===== src/hw/rtl/bdp_pkg.sv =====
`default_nettype none
package bdp_pkg;

	localparam int MaxDims = 64;
	localparam int MaxSegs = 8;
	localparam int DimW = $clog2(MaxDims);
	localparam int CntW = DimW + 1;
	localparam int SegW = $clog2(MaxSegs);
	localparam int LgW = 2;
	localparam int EnergyW = 32;
	localparam int SumW = EnergyW + DimW;
	localparam int ErrW = 2;
	localparam logic [LgW-1:0] SegLog2Reset = LgW'(2);

	localparam logic [ErrW-1:0] ErrNone = 2'd0;
	localparam logic [ErrW-1:0] ErrCount = 2'd1;
	localparam logic [ErrW-1:0] ErrOverflow = 2'd2;

	// One finished set handed from the loader to the engine.
	typedef struct packed {
		logic [ErrW-1:0] err;
		logic [CntW-1:0] n;
		logic [LgW-1:0] lg;
	} job_t;

	// Engine status seen by the loader.
	typedef struct packed {
		logic unlock;
	} back_status_t;

	typedef enum logic [3:0] {
		ST_IDLE,
		ST_ERR,
		ST_RDI,
		ST_LATI,
		ST_RDJ,
		ST_CMPJ,
		ST_WR,
		ST_DINIT,
		ST_RDO,
		ST_RDE,
		ST_LATE,
		ST_SCAN,
		ST_PUT,
		ST_ERD,
		ST_ELD
	} back_state_t;

endpackage
`default_nettype wire


===== src/hw/rtl/bdp_in_if.sv =====
`default_nettype none
interface bdp_in_if;
	logic valid;
	logic ready;
	logic [31:0] energy;
	logic last;
	modport source (output valid, output energy, output last, input ready);
	modport sink (input valid, input energy, input last, output ready);
endinterface
`default_nettype wire


===== src/hw/rtl/bdp_out_if.sv =====
`default_nettype none
interface bdp_out_if;
	logic valid;
	logic ready;
	logic [5:0] position;
	logic [5:0] dim_index;
	logic [2:0] segment;
	logic [6:0] nonzero_len;
	logic [1:0] error;
	logic last_out;
	modport source (output valid, output position, output dim_index, output segment,
		output nonzero_len, output error, output last_out, input ready);
	modport sink (input valid, input position, input dim_index, input segment,
		input nonzero_len, input error, input last_out, output ready);
endinterface
`default_nettype wire


===== src/hw/rtl/bdp_ram.sv =====
`default_nettype none
module bdp_ram #(
	parameter int Width = 8,
	parameter int Depth = 64
) (
	input wire logic clk,
	input wire logic we,
	input wire logic [$clog2(Depth)-1:0] waddr,
	input wire logic [Width-1:0] wdata,
	input wire logic [$clog2(Depth)-1:0] raddr,
	output logic [Width-1:0] rdata
);
	logic [Width-1:0] mem [Depth];

	// One write port and one registered read port.
	always_ff @(posedge clk) begin
		if (we) begin
			mem[waddr] <= wdata;
		end
		rdata <= mem[raddr];
	end
endmodule
`default_nettype wire


===== src/hw/rtl/bdp_job_fifo.sv =====
`default_nettype none
module bdp_job_fifo (
	input wire logic clk,
	input wire logic arst_n,
	input wire logic push,
	input wire bdp_pkg::job_t push_job,
	input wire logic pop,
	output bdp_pkg::job_t head,
	output logic empty,
	output logic full
);
	import bdp_pkg::*;

	job_t slot_q [2];
	logic wr_q;
	logic rd_q;
	logic [1:0] level_q;

	assign empty = (level_q == 2'd0);
	assign full = (level_q == 2'd2);
	assign head = slot_q[rd_q];

	// Two-entry queue of finished sets.
	always_ff @(posedge clk or negedge arst_n) begin
		if (!arst_n) begin
			wr_q <= 1'b0;
			rd_q <= 1'b0;
			level_q <= 2'd0;
		end else begin
			if (push) begin
				wr_q <= ~wr_q;
			end
			if (pop) begin
				rd_q <= ~rd_q;
			end
			if (push && !pop) begin
				level_q <= level_q + 2'd1;
			end else if (pop && !push) begin
				level_q <= level_q - 2'd1;
			end
		end
	end

	always_ff @(posedge clk) begin
		if (push) begin
			slot_q[wr_q] <= push_job;
		end
	end
endmodule
`default_nettype wire


===== src/hw/rtl/bdp_front.sv =====
`default_nettype none
module bdp_front (
	input wire logic clk,
	input wire logic arst_n,
	bdp_in_if.sink items,
	input wire logic [bdp_pkg::LgW-1:0] seg_log2,
	input wire bdp_pkg::back_status_t status,
	input wire logic queue_full,
	output logic push,
	output bdp_pkg::job_t push_job,
	output logic e_we,
	output logic [bdp_pkg::DimW-1:0] e_waddr,
	output logic [bdp_pkg::EnergyW-1:0] e_wdata
);
	import bdp_pkg::*;

	logic [CntW-1:0] cnt_q;
	logic lock_q;
	logic take;
	logic [CntW-1:0] n_set;
	logic [CntW-1:0] seg_mask;

	// The energy store is held while the engine still sorts or deals the last set.
	assign items.ready = !lock_q && !queue_full;
	assign take = items.valid && items.ready;

	assign e_we = take && (cnt_q < CntW'(MaxDims));
	assign e_waddr = cnt_q[DimW-1:0];
	assign e_wdata = items.energy;

	assign n_set = (cnt_q <= CntW'(MaxDims)) ? cnt_q + CntW'(1) : cnt_q;
	assign seg_mask = (CntW'(1) << seg_log2) - CntW'(1);

	// Classify a closed set.
	always_comb begin
		push = take && items.last;
		push_job.n = n_set;
		push_job.lg = seg_log2;
		if (n_set > CntW'(MaxDims)) begin
			push_job.err = ErrOverflow;
		end else if ((n_set & seg_mask) != '0) begin
			push_job.err = ErrCount;
		end else begin
			push_job.err = ErrNone;
		end
	end

	always_ff @(posedge clk or negedge arst_n) begin
		if (!arst_n) begin
			cnt_q <= '0;
			lock_q <= 1'b0;
		end else begin
			if (take) begin
				cnt_q <= items.last ? '0 : n_set;
			end
			if (push && push_job.err == ErrNone) begin
				lock_q <= 1'b1;
			end else if (status.unlock) begin
				lock_q <= 1'b0;
			end
		end
	end
endmodule
`default_nettype wire


===== src/hw/rtl/bdp_back.sv =====
`default_nettype none
module bdp_back (
	input wire logic clk,
	input wire logic arst_n,
	input wire bdp_pkg::job_t head,
	input wire logic queue_empty,
	output logic pop,
	output bdp_pkg::back_status_t status,
	output logic [bdp_pkg::DimW-1:0] e_raddr,
	input wire logic [bdp_pkg::EnergyW-1:0] e_rdata,
	bdp_out_if.source results
);
	import bdp_pkg::*;

	back_state_t state_q, state_d;

	logic [ErrW-1:0] err_q;
	logic [CntW-1:0] n_q;
	logic [LgW-1:0] lg_q;
	logic [CntW-1:0] cap_q;
	logic [CntW-1:0] i_q;
	logic [CntW-1:0] j_q;
	logic [CntW-1:0] rank_q;
	logic [EnergyW-1:0] ei_q;
	logic [DimW-1:0] d_q;
	logic [EnergyW-1:0] e_q;
	logic [SegW-1:0] scan_q;
	logic found_q;
	logic [SegW-1:0] best_q;
	logic [SumW-1:0] best_sum_q;
	logic [CntW-1:0] best_fill_q;
	logic [CntW-1:0] best_nz_q;
	logic [SumW-1:0] sum_q [MaxSegs];
	logic [CntW-1:0] fill_q [MaxSegs];
	logic [CntW-1:0] nz_q [MaxSegs];
	logic [SegW-1:0] seg_q;
	logic [CntW-1:0] in_seg_q;

	logic ovalid_q;
	logic [DimW-1:0] opos_q;
	logic [DimW-1:0] odim_q;
	logic [SegW-1:0] oseg_q;
	logic [CntW-1:0] onz_q;
	logic [ErrW-1:0] oerr_q;
	logic olast_q;

	logic o_free;
	logic o_load;
	logic ranks_ahead;
	logic take_seg;
	logic [SegW-1:0] last_seg;
	logic [SegW+CntW-1:0] slot;

	logic o_we;
	logic [DimW-1:0] o_waddr;
	logic [DimW-1:0] o_raddr;
	logic [DimW-1:0] o_rdata;
	logic m_we;
	logic [DimW-1:0] m_waddr;
	logic [DimW-1:0] m_raddr;
	logic [DimW-1:0] m_rdata;

	bdp_ram #(.Width(DimW), .Depth(MaxDims)) u_order (
		.clk(clk), .we(o_we), .waddr(o_waddr), .wdata(i_q[DimW-1:0]),
		.raddr(o_raddr), .rdata(o_rdata)
	);

	bdp_ram #(.Width(DimW), .Depth(MaxDims)) u_members (
		.clk(clk), .we(m_we), .waddr(m_waddr), .wdata(d_q),
		.raddr(m_raddr), .rdata(m_rdata)
	);

	// Result register: refilled when empty or being taken.
	assign o_free = !ovalid_q || results.ready;
	assign results.valid = ovalid_q;
	assign results.position = opos_q;
	assign results.dim_index = odim_q;
	assign results.segment = oseg_q;
	assign results.nonzero_len = onz_q;
	assign results.error = oerr_q;
	assign results.last_out = olast_q;

	// Dimension j ranks ahead of dimension i.
	assign ranks_ahead = (e_rdata > ei_q) || ((e_rdata == ei_q) && (j_q < i_q));
	// The scanned segment is the best so far among those not full.
	assign take_seg = (fill_q[scan_q] < cap_q) &&
		(!found_q || (sum_q[scan_q] < best_sum_q));
	assign last_seg = SegW'((CntW'(1) << lg_q) - CntW'(1));
	assign slot = SegW'(best_q) * cap_q + (SegW+CntW)'(best_fill_q);

	// Next state.
	always_comb begin
		state_d = state_q;
		unique case (state_q)
			ST_IDLE: begin
				if (!queue_empty) begin
					state_d = (head.err != ErrNone) ? ST_ERR : ST_RDI;
				end
			end
			ST_ERR: if (o_free) state_d = ST_IDLE;
			ST_RDI: state_d = ST_LATI;
			ST_LATI: state_d = ST_RDJ;
			ST_RDJ: state_d = ST_CMPJ;
			ST_CMPJ: begin
				state_d = (j_q + CntW'(1) == n_q) ? ST_WR : ST_RDJ;
			end
			ST_WR: state_d = (i_q + CntW'(1) == n_q) ? ST_DINIT : ST_RDI;
			ST_DINIT: state_d = ST_RDO;
			ST_RDO: state_d = ST_RDE;
			ST_RDE: state_d = ST_LATE;
			ST_LATE: state_d = ST_SCAN;
			ST_SCAN: if (scan_q == last_seg) state_d = ST_PUT;
			ST_PUT: state_d = (i_q + CntW'(1) == n_q) ? ST_ERD : ST_RDO;
			ST_ERD: state_d = ST_ELD;
			ST_ELD: begin
				if (o_free) begin
					state_d = (i_q + CntW'(1) == n_q) ? ST_IDLE : ST_ERD;
				end
			end
			default: state_d = ST_IDLE;
		endcase
	end

	// Memory controls and handshakes decoded from the state.
	always_comb begin
		pop = 1'b0;
		status.unlock = 1'b0;
		o_we = 1'b0;
		m_we = 1'b0;
		o_load = 1'b0;
		e_raddr = i_q[DimW-1:0];
		o_waddr = rank_q[DimW-1:0];
		o_raddr = i_q[DimW-1:0];
		m_waddr = slot[DimW-1:0];
		m_raddr = i_q[DimW-1:0];
		unique case (state_q)
			ST_IDLE: pop = !queue_empty;
			ST_ERR: o_load = o_free;
			ST_RDJ: e_raddr = j_q[DimW-1:0];
			ST_WR: o_we = 1'b1;
			ST_RDE: e_raddr = o_rdata;
			ST_PUT: begin
				m_we = 1'b1;
				status.unlock = (i_q + CntW'(1) == n_q);
			end
			ST_ELD: o_load = o_free;
			default: ;
		endcase
	end

	// Control registers.
	always_ff @(posedge clk or negedge arst_n) begin
		if (!arst_n) begin
			state_q <= ST_IDLE;
			ovalid_q <= 1'b0;
		end else begin
			state_q <= state_d;
			if (o_load) begin
				ovalid_q <= 1'b1;
			end else if (results.ready) begin
				ovalid_q <= 1'b0;
			end
		end
	end

	// Working registers of the sort, the deal and the emit.
	always_ff @(posedge clk) begin
		case (state_q)
			ST_IDLE: begin
				err_q <= head.err;
				n_q <= head.n;
				lg_q <= head.lg;
				cap_q <= head.n >> head.lg;
				i_q <= '0;
			end
			ST_LATI: begin
				ei_q <= e_rdata;
				j_q <= '0;
				rank_q <= '0;
			end
			ST_CMPJ: begin
				if (ranks_ahead) rank_q <= rank_q + CntW'(1);
				j_q <= j_q + CntW'(1);
			end
			ST_WR: i_q <= (i_q + CntW'(1) == n_q) ? '0 : i_q + CntW'(1);
			ST_DINIT: begin
				for (int s = 0; s < MaxSegs; s++) begin
					sum_q[s] <= '0;
					fill_q[s] <= '0;
					nz_q[s] <= '0;
				end
			end
			ST_RDE: d_q <= o_rdata;
			ST_LATE: begin
				e_q <= e_rdata;
				scan_q <= '0;
				found_q <= 1'b0;
			end
			ST_SCAN: begin
				if (take_seg) begin
					best_q <= scan_q;
					best_sum_q <= sum_q[scan_q];
					best_fill_q <= fill_q[scan_q];
					best_nz_q <= nz_q[scan_q];
					found_q <= 1'b1;
				end
				scan_q <= scan_q + SegW'(1);
			end
			ST_PUT: begin
				sum_q[best_q] <= best_sum_q + SumW'(e_q);
				fill_q[best_q] <= best_fill_q + CntW'(1);
				if (e_q != '0) nz_q[best_q] <= best_nz_q + CntW'(1);
				i_q <= (i_q + CntW'(1) == n_q) ? '0 : i_q + CntW'(1);
				seg_q <= '0;
				in_seg_q <= '0;
			end
			ST_ELD: begin
				if (o_free) begin
					i_q <= i_q + CntW'(1);
					if (in_seg_q + CntW'(1) == cap_q) begin
						in_seg_q <= '0;
						seg_q <= seg_q + SegW'(1);
					end else begin
						in_seg_q <= in_seg_q + CntW'(1);
					end
				end
			end
			default: ;
		endcase
	end

	// Result payload.
	always_ff @(posedge clk) begin
		if (o_load) begin
			if (state_q == ST_ERR) begin
				opos_q <= '0;
				odim_q <= '0;
				oseg_q <= '0;
				onz_q <= '0;
				oerr_q <= err_q;
				olast_q <= 1'b1;
			end else begin
				opos_q <= i_q[DimW-1:0];
				odim_q <= m_rdata;
				oseg_q <= seg_q;
				onz_q <= nz_q[seg_q];
				oerr_q <= ErrNone;
				olast_q <= (i_q + CntW'(1) == n_q);
			end
		end
	end
endmodule
`default_nettype wire


===== src/hw/rtl/balanced_dimension_partition.sv =====
`default_nettype none
// Balanced dimension partition. Energies (unsigned Q16.16) are loaded one per
// cycle while ready is high; an item with last set closes the set, which is
// then sorted by descending energy (lower index first on ties), dealt greedily
// to the segment with the smallest running sum among those not full, and
// emitted one result per position, segment by segment. A set whose count is not
// a multiple of the segment count gives one result with error 1; more than 64
// items give error 2. The rank sort compares one pair at a time through the
// single energy memory read port; each result is read from the member memory
// before it is loaded. The loader takes the next set once the deal has ended.
module balanced_dimension_partition (
	input wire logic clk,
	input wire logic arst_n,
	bdp_in_if.sink items,
	bdp_out_if.source results,
	input wire logic psel,
	input wire logic penable,
	input wire logic pwrite,
	input wire logic [2:0] paddr,
	input wire logic [31:0] pwdata,
	output logic [31:0] prdata,
	output logic pready
);
	import bdp_pkg::*;

	logic [LgW-1:0] seg_log2_q;
	back_status_t status;
	logic push;
	job_t push_job;
	job_t head;
	logic pop;
	logic q_empty;
	logic q_full;
	logic e_we;
	logic [DimW-1:0] e_waddr;
	logic [EnergyW-1:0] e_wdata;
	logic [DimW-1:0] e_raddr;
	logic [EnergyW-1:0] e_rdata;

	// Register file: one register at byte address zero.
	assign pready = 1'b1;
	assign prdata = (paddr[2] == 1'b0) ? {{(32-LgW){1'b0}}, seg_log2_q} : '0;

	always_ff @(posedge clk or negedge arst_n) begin
		if (!arst_n) begin
			seg_log2_q <= SegLog2Reset;
		end else if (psel && penable && pwrite && paddr[2] == 1'b0) begin
			seg_log2_q <= pwdata[LgW-1:0];
		end
	end

	bdp_front u_front (
		.clk(clk), .arst_n(arst_n), .items(items), .seg_log2(seg_log2_q),
		.status(status), .queue_full(q_full), .push(push), .push_job(push_job),
		.e_we(e_we), .e_waddr(e_waddr), .e_wdata(e_wdata)
	);

	bdp_ram #(.Width(EnergyW), .Depth(MaxDims)) u_energy (
		.clk(clk), .we(e_we), .waddr(e_waddr), .wdata(e_wdata),
		.raddr(e_raddr), .rdata(e_rdata)
	);

	bdp_job_fifo u_queue (
		.clk(clk), .arst_n(arst_n), .push(push), .push_job(push_job),
		.pop(pop), .head(head), .empty(q_empty), .full(q_full)
	);

	bdp_back u_back (
		.clk(clk), .arst_n(arst_n), .head(head), .queue_empty(q_empty),
		.pop(pop), .status(status), .e_raddr(e_raddr), .e_rdata(e_rdata),
		.results(results)
	);
endmodule
`default_nettype wire

===== src/flat_wrapper.sv =====
// flat-port wrapper written by rule: the top's interface ports become plain ports
module balanced_dimension_partition_flat import bdp_pkg::*;
  (clk, arst_n, psel, penable, pwrite, paddr, pwdata, prdata, pready, items_valid, items_energy, items_last, items_ready, results_valid, results_position, results_dim_index, results_segment, results_nonzero_len, results_error, results_last_out, results_ready);
  bdp_in_if items_i ();
  bdp_out_if results_i ();
  input wire logic clk;
  input wire logic arst_n;
  input wire logic psel;
  input wire logic penable;
  input wire logic pwrite;
  input wire logic [2:0] paddr;
  input wire logic [31:0] pwdata;
  output logic [31:0] prdata;
  output logic pready;
  input wire logic [$bits(items_i.valid)-1:0] items_valid;
  input wire logic [$bits(items_i.energy)-1:0] items_energy;
  input wire logic [$bits(items_i.last)-1:0] items_last;
  output wire logic [$bits(items_i.ready)-1:0] items_ready;
  output wire logic [$bits(results_i.valid)-1:0] results_valid;
  output wire logic [$bits(results_i.position)-1:0] results_position;
  output wire logic [$bits(results_i.dim_index)-1:0] results_dim_index;
  output wire logic [$bits(results_i.segment)-1:0] results_segment;
  output wire logic [$bits(results_i.nonzero_len)-1:0] results_nonzero_len;
  output wire logic [$bits(results_i.error)-1:0] results_error;
  output wire logic [$bits(results_i.last_out)-1:0] results_last_out;
  input wire logic [$bits(results_i.ready)-1:0] results_ready;
  assign items_i.valid = items_valid;
  assign items_i.energy = items_energy;
  assign items_i.last = items_last;
  assign items_ready = items_i.ready;
  assign results_valid = results_i.valid;
  assign results_position = results_i.position;
  assign results_dim_index = results_i.dim_index;
  assign results_segment = results_i.segment;
  assign results_nonzero_len = results_i.nonzero_len;
  assign results_error = results_i.error;
  assign results_last_out = results_i.last_out;
  assign results_i.ready = results_ready;
  balanced_dimension_partition u_core (.clk(clk), .arst_n(arst_n), .items(items_i), .results(results_i), .psel(psel), .penable(penable), .pwrite(pwrite), .paddr(paddr), .pwdata(pwdata), .prdata(prdata), .pready(pready));
endmodule

===== config.mk =====
export PLATFORM = sky130hd
export DESIGN_NAME = balanced_dimension_partition_flat
export DESIGN_NICKNAME = d
export VERILOG_FILES = /design/src/hw/rtl/bdp_pkg.sv /design/src/hw/rtl/bdp_in_if.sv /design/src/hw/rtl/bdp_out_if.sv /design/src/hw/rtl/bdp_ram.sv /design/src/hw/rtl/bdp_job_fifo.sv /design/src/hw/rtl/bdp_front.sv /design/src/hw/rtl/bdp_back.sv /design/src/hw/rtl/balanced_dimension_partition.sv /design/src/flat_wrapper.sv
export SDC_FILE = /design/constraint.sdc
export NUM_CORES = 2
export LEC_CHECK = 0
export BUFFER_PORTS_ARGS = -buffer_cell sky130_fd_sc_hd__buf_2
export CAP_MARGIN = 20
export CELL_PAD_IN_SITES_DETAIL_PLACEMENT = 1
export CELL_PAD_IN_SITES_GLOBAL_PLACEMENT = 1
export CORE_MARGIN = 4
export CORE_UTILIZATION = 35
export CTS_CLUSTER_SIZE = 25
export DETAILED_ROUTE_END_ITERATION = 10
export PLACE_DENSITY = 0.63
export REMOVE_ABC_BUFFERS = 1
export SKIP_LAST_GASP = 1
export SYNTH_ARGS = -nofsm -noshare
export SYNTH_HDL_FRONTEND = slang
export SYNTH_SLANG_ARGS = --single-unit

===== constraint.sdc =====
create_clock -name clk -period 5.9 [get_ports clk]
set_input_delay 0.295 -clock clk [delete_from_list [all_inputs] [get_ports clk]]
set_output_delay 0.295 -clock clk [all_outputs]
set_load 0.005 [all_outputs]

# --- Word level (Yosys, flattened, before mapping) ---
# Memory sizes are Yosys's and may differ from the RTL's. A register that Yosys moved wholly into a read port is not among the register bits.
# Index checks and enable logic that the tools add are counted.
word_totals:
  regBits: 208
  ramBits: 3254
  input_bits: 75
  output_inout_bits: 60
  word_cells: 207
  mem_count: 7
classes:
  add_sub_neg: 15
  mul: 1
  order_cmp: 7
  eq_ne: 27
  shifts: 3
  n_mux: 66
  bitwise_logic: 4
  n_reduce_logical: 47
mem_list:
  columns: ["memory", "depth", "word_bits", "read_ports", "rd_ports_with_merged_regs", "write_ports", "line", "text"]
  rows:
  - ["u_core.u_energy.mem", 64, 32, 1, 1, 1, "bdp_ram.sv:13", "logic [Width-1:0] mem [Depth];"]
  - ["u_core.u_back.u_members.mem", 64, 6, 1, 1, 1, "bdp_ram.sv:13", null]
  - ["u_core.u_back.u_order.mem", 64, 6, 1, 1, 1, "bdp_ram.sv:13", null]
  - ["u_core.u_back.sum_q", 8, 38, 1, 1, 8, "bdp_back.sv:33", "logic [SumW-1:0] sum_q [MaxSegs];"]
  - ["u_core.u_back.fill_q", 8, 7, 1, 1, 8, "bdp_back.sv:34", "logic [CntW-1:0] fill_q [MaxSegs];"]
  - ["u_core.u_back.nz_q", 8, 7, 2, 2, 8, "bdp_back.sv:35", "logic [CntW-1:0] nz_q [MaxSegs];"]
  - ["1 more memories", null, null, null, null, null, null, null]
op_table:
  columns: ["cell", "count"]
  rows:
  - ["7-bit 2-to-1 mux", 9]
  - ["4-bit one-hot mux with 15 select lines", 1]
  - ["7-bit by 1-bit adder with 7-bit output, second input constant", 7]
  - ["7-bit one-hot mux with 2 select lines", 3]
  - ["38-bit by 32-bit adder with 38-bit output", 1]
  - ["38-bit < comparator", 1]
  - ["38-bit 2-to-1 mux", 1]
  - ["38-bit OR reduction", 1]
  - ["32-bit == test", 1]
  - ["32-bit > comparator", 1]
  - ["32-bit nonzero test", 1]
  - ["4-bit == test, second input constant", 7]
  - ["1-bit 2-to-1 mux", 27]
  - ["3-bit 2-to-1 mux", 9]
  - ["7-bit == test", 3]
  - ["7-bit one-hot mux with 3 select lines", 1]
  - ["4-bit 2-to-1 mux", 5]
  - ["4-bit by 3-bit == test with 1-bit output, second input constant", 4]
  - ["7-bit < comparator", 2]
  - ["2-bit inequality test, second input constant", 7]
  - ["2-bit nonzero test", 7]
  - ["7-bit OR reduction", 2]
  - ["1-bit logical AND", 12]
  - ["2-bit 2-to-1 mux", 6]
  - ["other kinds (32)", 51]

# --- Logic depth before layout (Yosys ltp) ---
depth:
  depth_word: 9
  ltp_mapped: 15
  mapped_depth_nobuf: 13

# --- Cells and area by module ---
# A second synthesis with hierarchy kept.
unflattened:
  cells_unflattened: 7307
  area_unflattened_um2: 142360.3
modules_own_cells:
  columns: ["module", "n_inst", "cells_per_inst", "area_each_um2", "seq_area_each_um2"]
  rows:
  - ["bdp_ram (u_core.u_energy)", 1, 3324, 78515.3, 62139.6]
  - ["bdp_back", 1, 2338, 31031.0, 18743.0]
  - ["bdp_ram (u_core.u_back.u_members ...)", 2, 720, 15225.9, 11651.2]
  - ["bdp_job_fifo", 1, 50, 1018.5, 760.7]
  - ["bdp_front", 1, 115, 980.9, 200.2]
  - ["balanced_dimension_partition", 1, 40, 362.8, 51.3]

# --- Least setup slack after synthesis ---
# OpenSTA, ideal clock, no wires.
synth_timing:
  path_type: "flip-flop to flip-flop"
  startpoint: "reg with a tool-made name"
  endpoint: "reg u_core.u_back.found_q (enable)"
  setup_time_ps: 296
  arrival_time_ps: 5299
  required_time_ps: 5604
  setup_slack_ps: 306
  path_stages_with_launch: 16
  n_path_buf: 3
  synth_period_minus_slack_ps: 5594
  cell_sequence: "dfxtp_1 clkbuf_1 buf_2 buf_1 mux4_2 mux2_2 ha_1 a21o_1 a21o_1 a21oi_1 o21ai_0 o2111ai_1 nor4_1 a221oi_1 o21a_1 or2_2"
synth_rtl:
  columns: ["element", "line", "text"]
  rows:
  - ["to (signal assigned)", "bdp_back.sv:197", "found_q <= 1'b0;"]
  - ["to (signal assigned)", "bdp_back.sv:205", "found_q <= 1'b1;"]
  - ["to (decl)", "bdp_back.sv:28", "logic found_q;"]

==> impl_metrics.toml <==
[critical_path]
worstPathCellList = "buf_4, mux4_2, mux2_2, ha_1, a211oi_1, nand2_1, o221a_2, a211oi_1, o21ai_0, a221oi_1, o21a_2, buf_12, or2_2"
max_stage_delay_ns = 0.79
critPathMaxFanout = 44
required_ns = 6.52
critPathBufInv = 2
worstSetupPathType = "register to register"
worstSetupStartpointType = "register"
path_delay_family = "compound AO/OA/AOI/OAI gates"
critPathSlowestCell = "dfxtp_4"
end_kind = "register"
cp.arrival_ns = 5.38
crit_top_cell = "a211oi_1"

[clock_network]
clk_path_buf_depth = 4
cts_max_level = 5
clk_latency_ns = 0.95
path_clk_slew_ns = 0.06
cts_buffers = 373
cts.sinks = 3522
root_buffer = "clkbuf_16"
cts_tree = "built"

[timing]
slew_headroom_pct = 19.3
drv_slew = 0
hold_viol_final = 0
final.period_utilization_pct = 80.7
fmax_mhz = 210
fin_tns_setup_ns = 0
period_needed_ns = 4.76
fin_skew_ns = 0.0806
final-setup-viol-count = 0
worst_pin_slew_ns = 1.21
rsz0062_at_grt = "no"

[route]
drt_wl_total_um = 401000
ant_nets = 0
drcViolationCount = 0
drt_iter0_drc = 7231
firstDrtPassIters = 5
num_vias = 83100
wl_per_cell_um = 25.8
via_per_inst = 5.35

[finish]
ff_latch_area_um2 = 105000
nets = 10000
drive_above_1_share_pct = 13.9
layout_commonest_cell = "edfxtp_1"
final_cell_mix = "3456 x edfxtp_1, 2058 x nand2_1, 879 x nand3_1"
final_cells = 15500
multi_input_area_um2 = 34500
syn2layout_area_growth_pct = 14.4
nFillCells = 40800

[synthesis]
async_flop_share_pct = 0.539
synth_edf_count = 3456
synth_seq_cells = 3522
syn_avg_cell_area_um2 = 14.8
synthesis.area_um2 = 142000
netlist_instances = 9608
yosysSeqAreaShare_pct = 74.1
yosysUniqueCellTypes = 71
ys.flop_type = "edfxtp_1"
yosysWarnings = 0

[die]
core-area_um2 = 403000
fp.dieW_um = 645
start_util_pct = 35.2
fp-row-count = 233
die_area_um2 = 416000
die_h_um = 645
ioPinCount = 135

[grt]
grt-ovfl-total = 0
antenna_found_initial = 21
grt_max_degree = 181
grt_pass1_vias = 88300
track_usage_pct = 18.8
grt_pass1_wl_um = 592000

[worst_hold_path]
hold_path.class = "input pin to register"

[placement]
gp_congestion = 0.816
dp_hpwl_um = 239000
io_buffers = 71
dp.cells = 14800

[power_and_ir_drop]
vdd_ir_drop_max_mv = 0.575
cellPowerDensity_nw_per_um2 = 471
leakage_uw = 0.0533
p_total_uw = 76600

[flow_run]
maxCapViolations = 0

[status]
status = "finished clean"
[layer usage]
metal	GRT usage, %	part of all wire, %
met1	25.3	43
met4	5.15	2.6
met3	2.32	5.0
met5	0	0.0017
met2	32.3	50
[synthesized netlist by cell type (all sizes together) (5+ instances only)]
master / n / area, um2
nand2b: 19 / 119
o2111ai: 7 / 61.3
dfxtp: 47 / 941
a22oi: 8 / 60.1
a2111o: 31 / 349
a32oi: 66 / 578
a211oi: 9 / 67.6
and2: 10 / 62.6
nand3b: 6 / 45.0
a31oi: 104 / 651
nor4: 16 / 100
nand2: 2068 / 7760
o211ai: 7 / 52.6
mux4: 370 / 8330
mux2i: 82 / 821
ha: 132 / 1650
fa: 8 / 160
a21o: 42 / 315
or3: 6 / 37.5
edfxtp: 3456 / 104000
nand4: 250 / 1560
nand3: 882 / 4410
o21a: 8 / 60.1
xnor2: 63 / 559
nor2: 748 / 2810
clkbuf: 248 / 931
and3: 25 / 156
mux2: 61 / 687
or2: 5 / 31.3
o21ai: 92 / 479
buf: 310 / 1650
inv: 126 / 473
dfrtp: 18 / 450
a21oi: 128 / 641
xor2: 46 / 403
nor3: 18 / 100
nor2b: 33 / 206
[repair_timing]
item | in CTS | in global routing
setup buffers | 0 | 0
hold endpoints to repair | 163 | 854
resized for setup | 0 | 0
setup endpoints to repair | 0 | 0
hold buffers | 18 | 16
[final timing paths]
kind | slack, ns | end | from | depth (start not counted)
max | 1.14 | u_core.u_back.found_q$_DFFE_PP_ | register | 13
min | 0.05 | u_core.u_energy.mem[32][7]$_DFFE_PP_ | items_energy[7] | 2
max reg2reg | 1.14 | u_core.u_back.found_q$_DFFE_PP_ | register | 13
min reg2reg | 0.49 | u_core.u_back.d_q[1]$_DFFE_PP_ | u_core.u_back.u_order.rdata[1]$_DFF_P_ | 0
max in group asynchronous | 5.26 | u_core.u_front.cnt_q[2]$_DFFE_PN0P_ | arst_n | 4
min in group asynchronous | 0.44 | u_core.seg_log2_q[0]$_DFFE_PN0P_ | arst_n | 4
[kinds of logic after synthesis]
kind of cell             synth area share [%]
multiplexers                             6.93
adder cells (fa/ha/maj)                  1.28
AO/OA/AOI/OAI                            2.53
buffers and inverters                    2.16
XOR/XNOR                                0.677
AND/OR/NAND/NOR                          12.4
flip-flops                               74.1
other                                 0.00529
[sequential cells by signal, indices dropped and copies added, names as in the netlist, 22 cells and up, named ones only]
register / count
u_core.u_back.e_q: 32
u_core.u_back.fill_q: 56
u_core.u_queue.slot_q: 22
u_core.u_back.ei_q: 32
u_core.u_back.u_order.mem: 384
u_core.u_energy.mem: 2048
u_core.u_back.u_members.mem: 384
u_core.u_back.sum_q: 304
u_core.u_back.nz_q: 56
u_core.u_energy.rdata: 32
u_core.u_back.best_sum_q: 38
[report_power, final]
part	total, uW	internal [uW]	switching, uW
clock	23300	13500	9820
combinational	23300	7420	15900
sequential	30000	28900	1020
total	76600	49800	26800
[layout make-up]
type	count	share of cell area, %
repair buffers	362	2.18
clock inverters	205	1.19
diodes	6	0.00924
multi-input cells	5430	21.2
well taps	5405	4.16
clock buffers	484	6.20
flip-flops and latches	3522	64.7
inverters	127	0.294
[through the flow]
stage / cell area, um2 / worst slack (ns) / hold slack, ns / util [%]
floorplan: 140000 / -26.98 / -0.000591 / -
global placement: 150000 / 1.09 / 0.328 / 37.1
detailed placement: 150000 / 1.07 / 0.342 / 37.1
CTS: 162000 / 1.09 / 0.000410 / 40.1
global route: 163000 / 0.813 / 0.0512 / 40.3
finish: 163000 / 1.14 / 0.0505 / 40.3
Note: power is estimated with default switching activity, not from simulation.
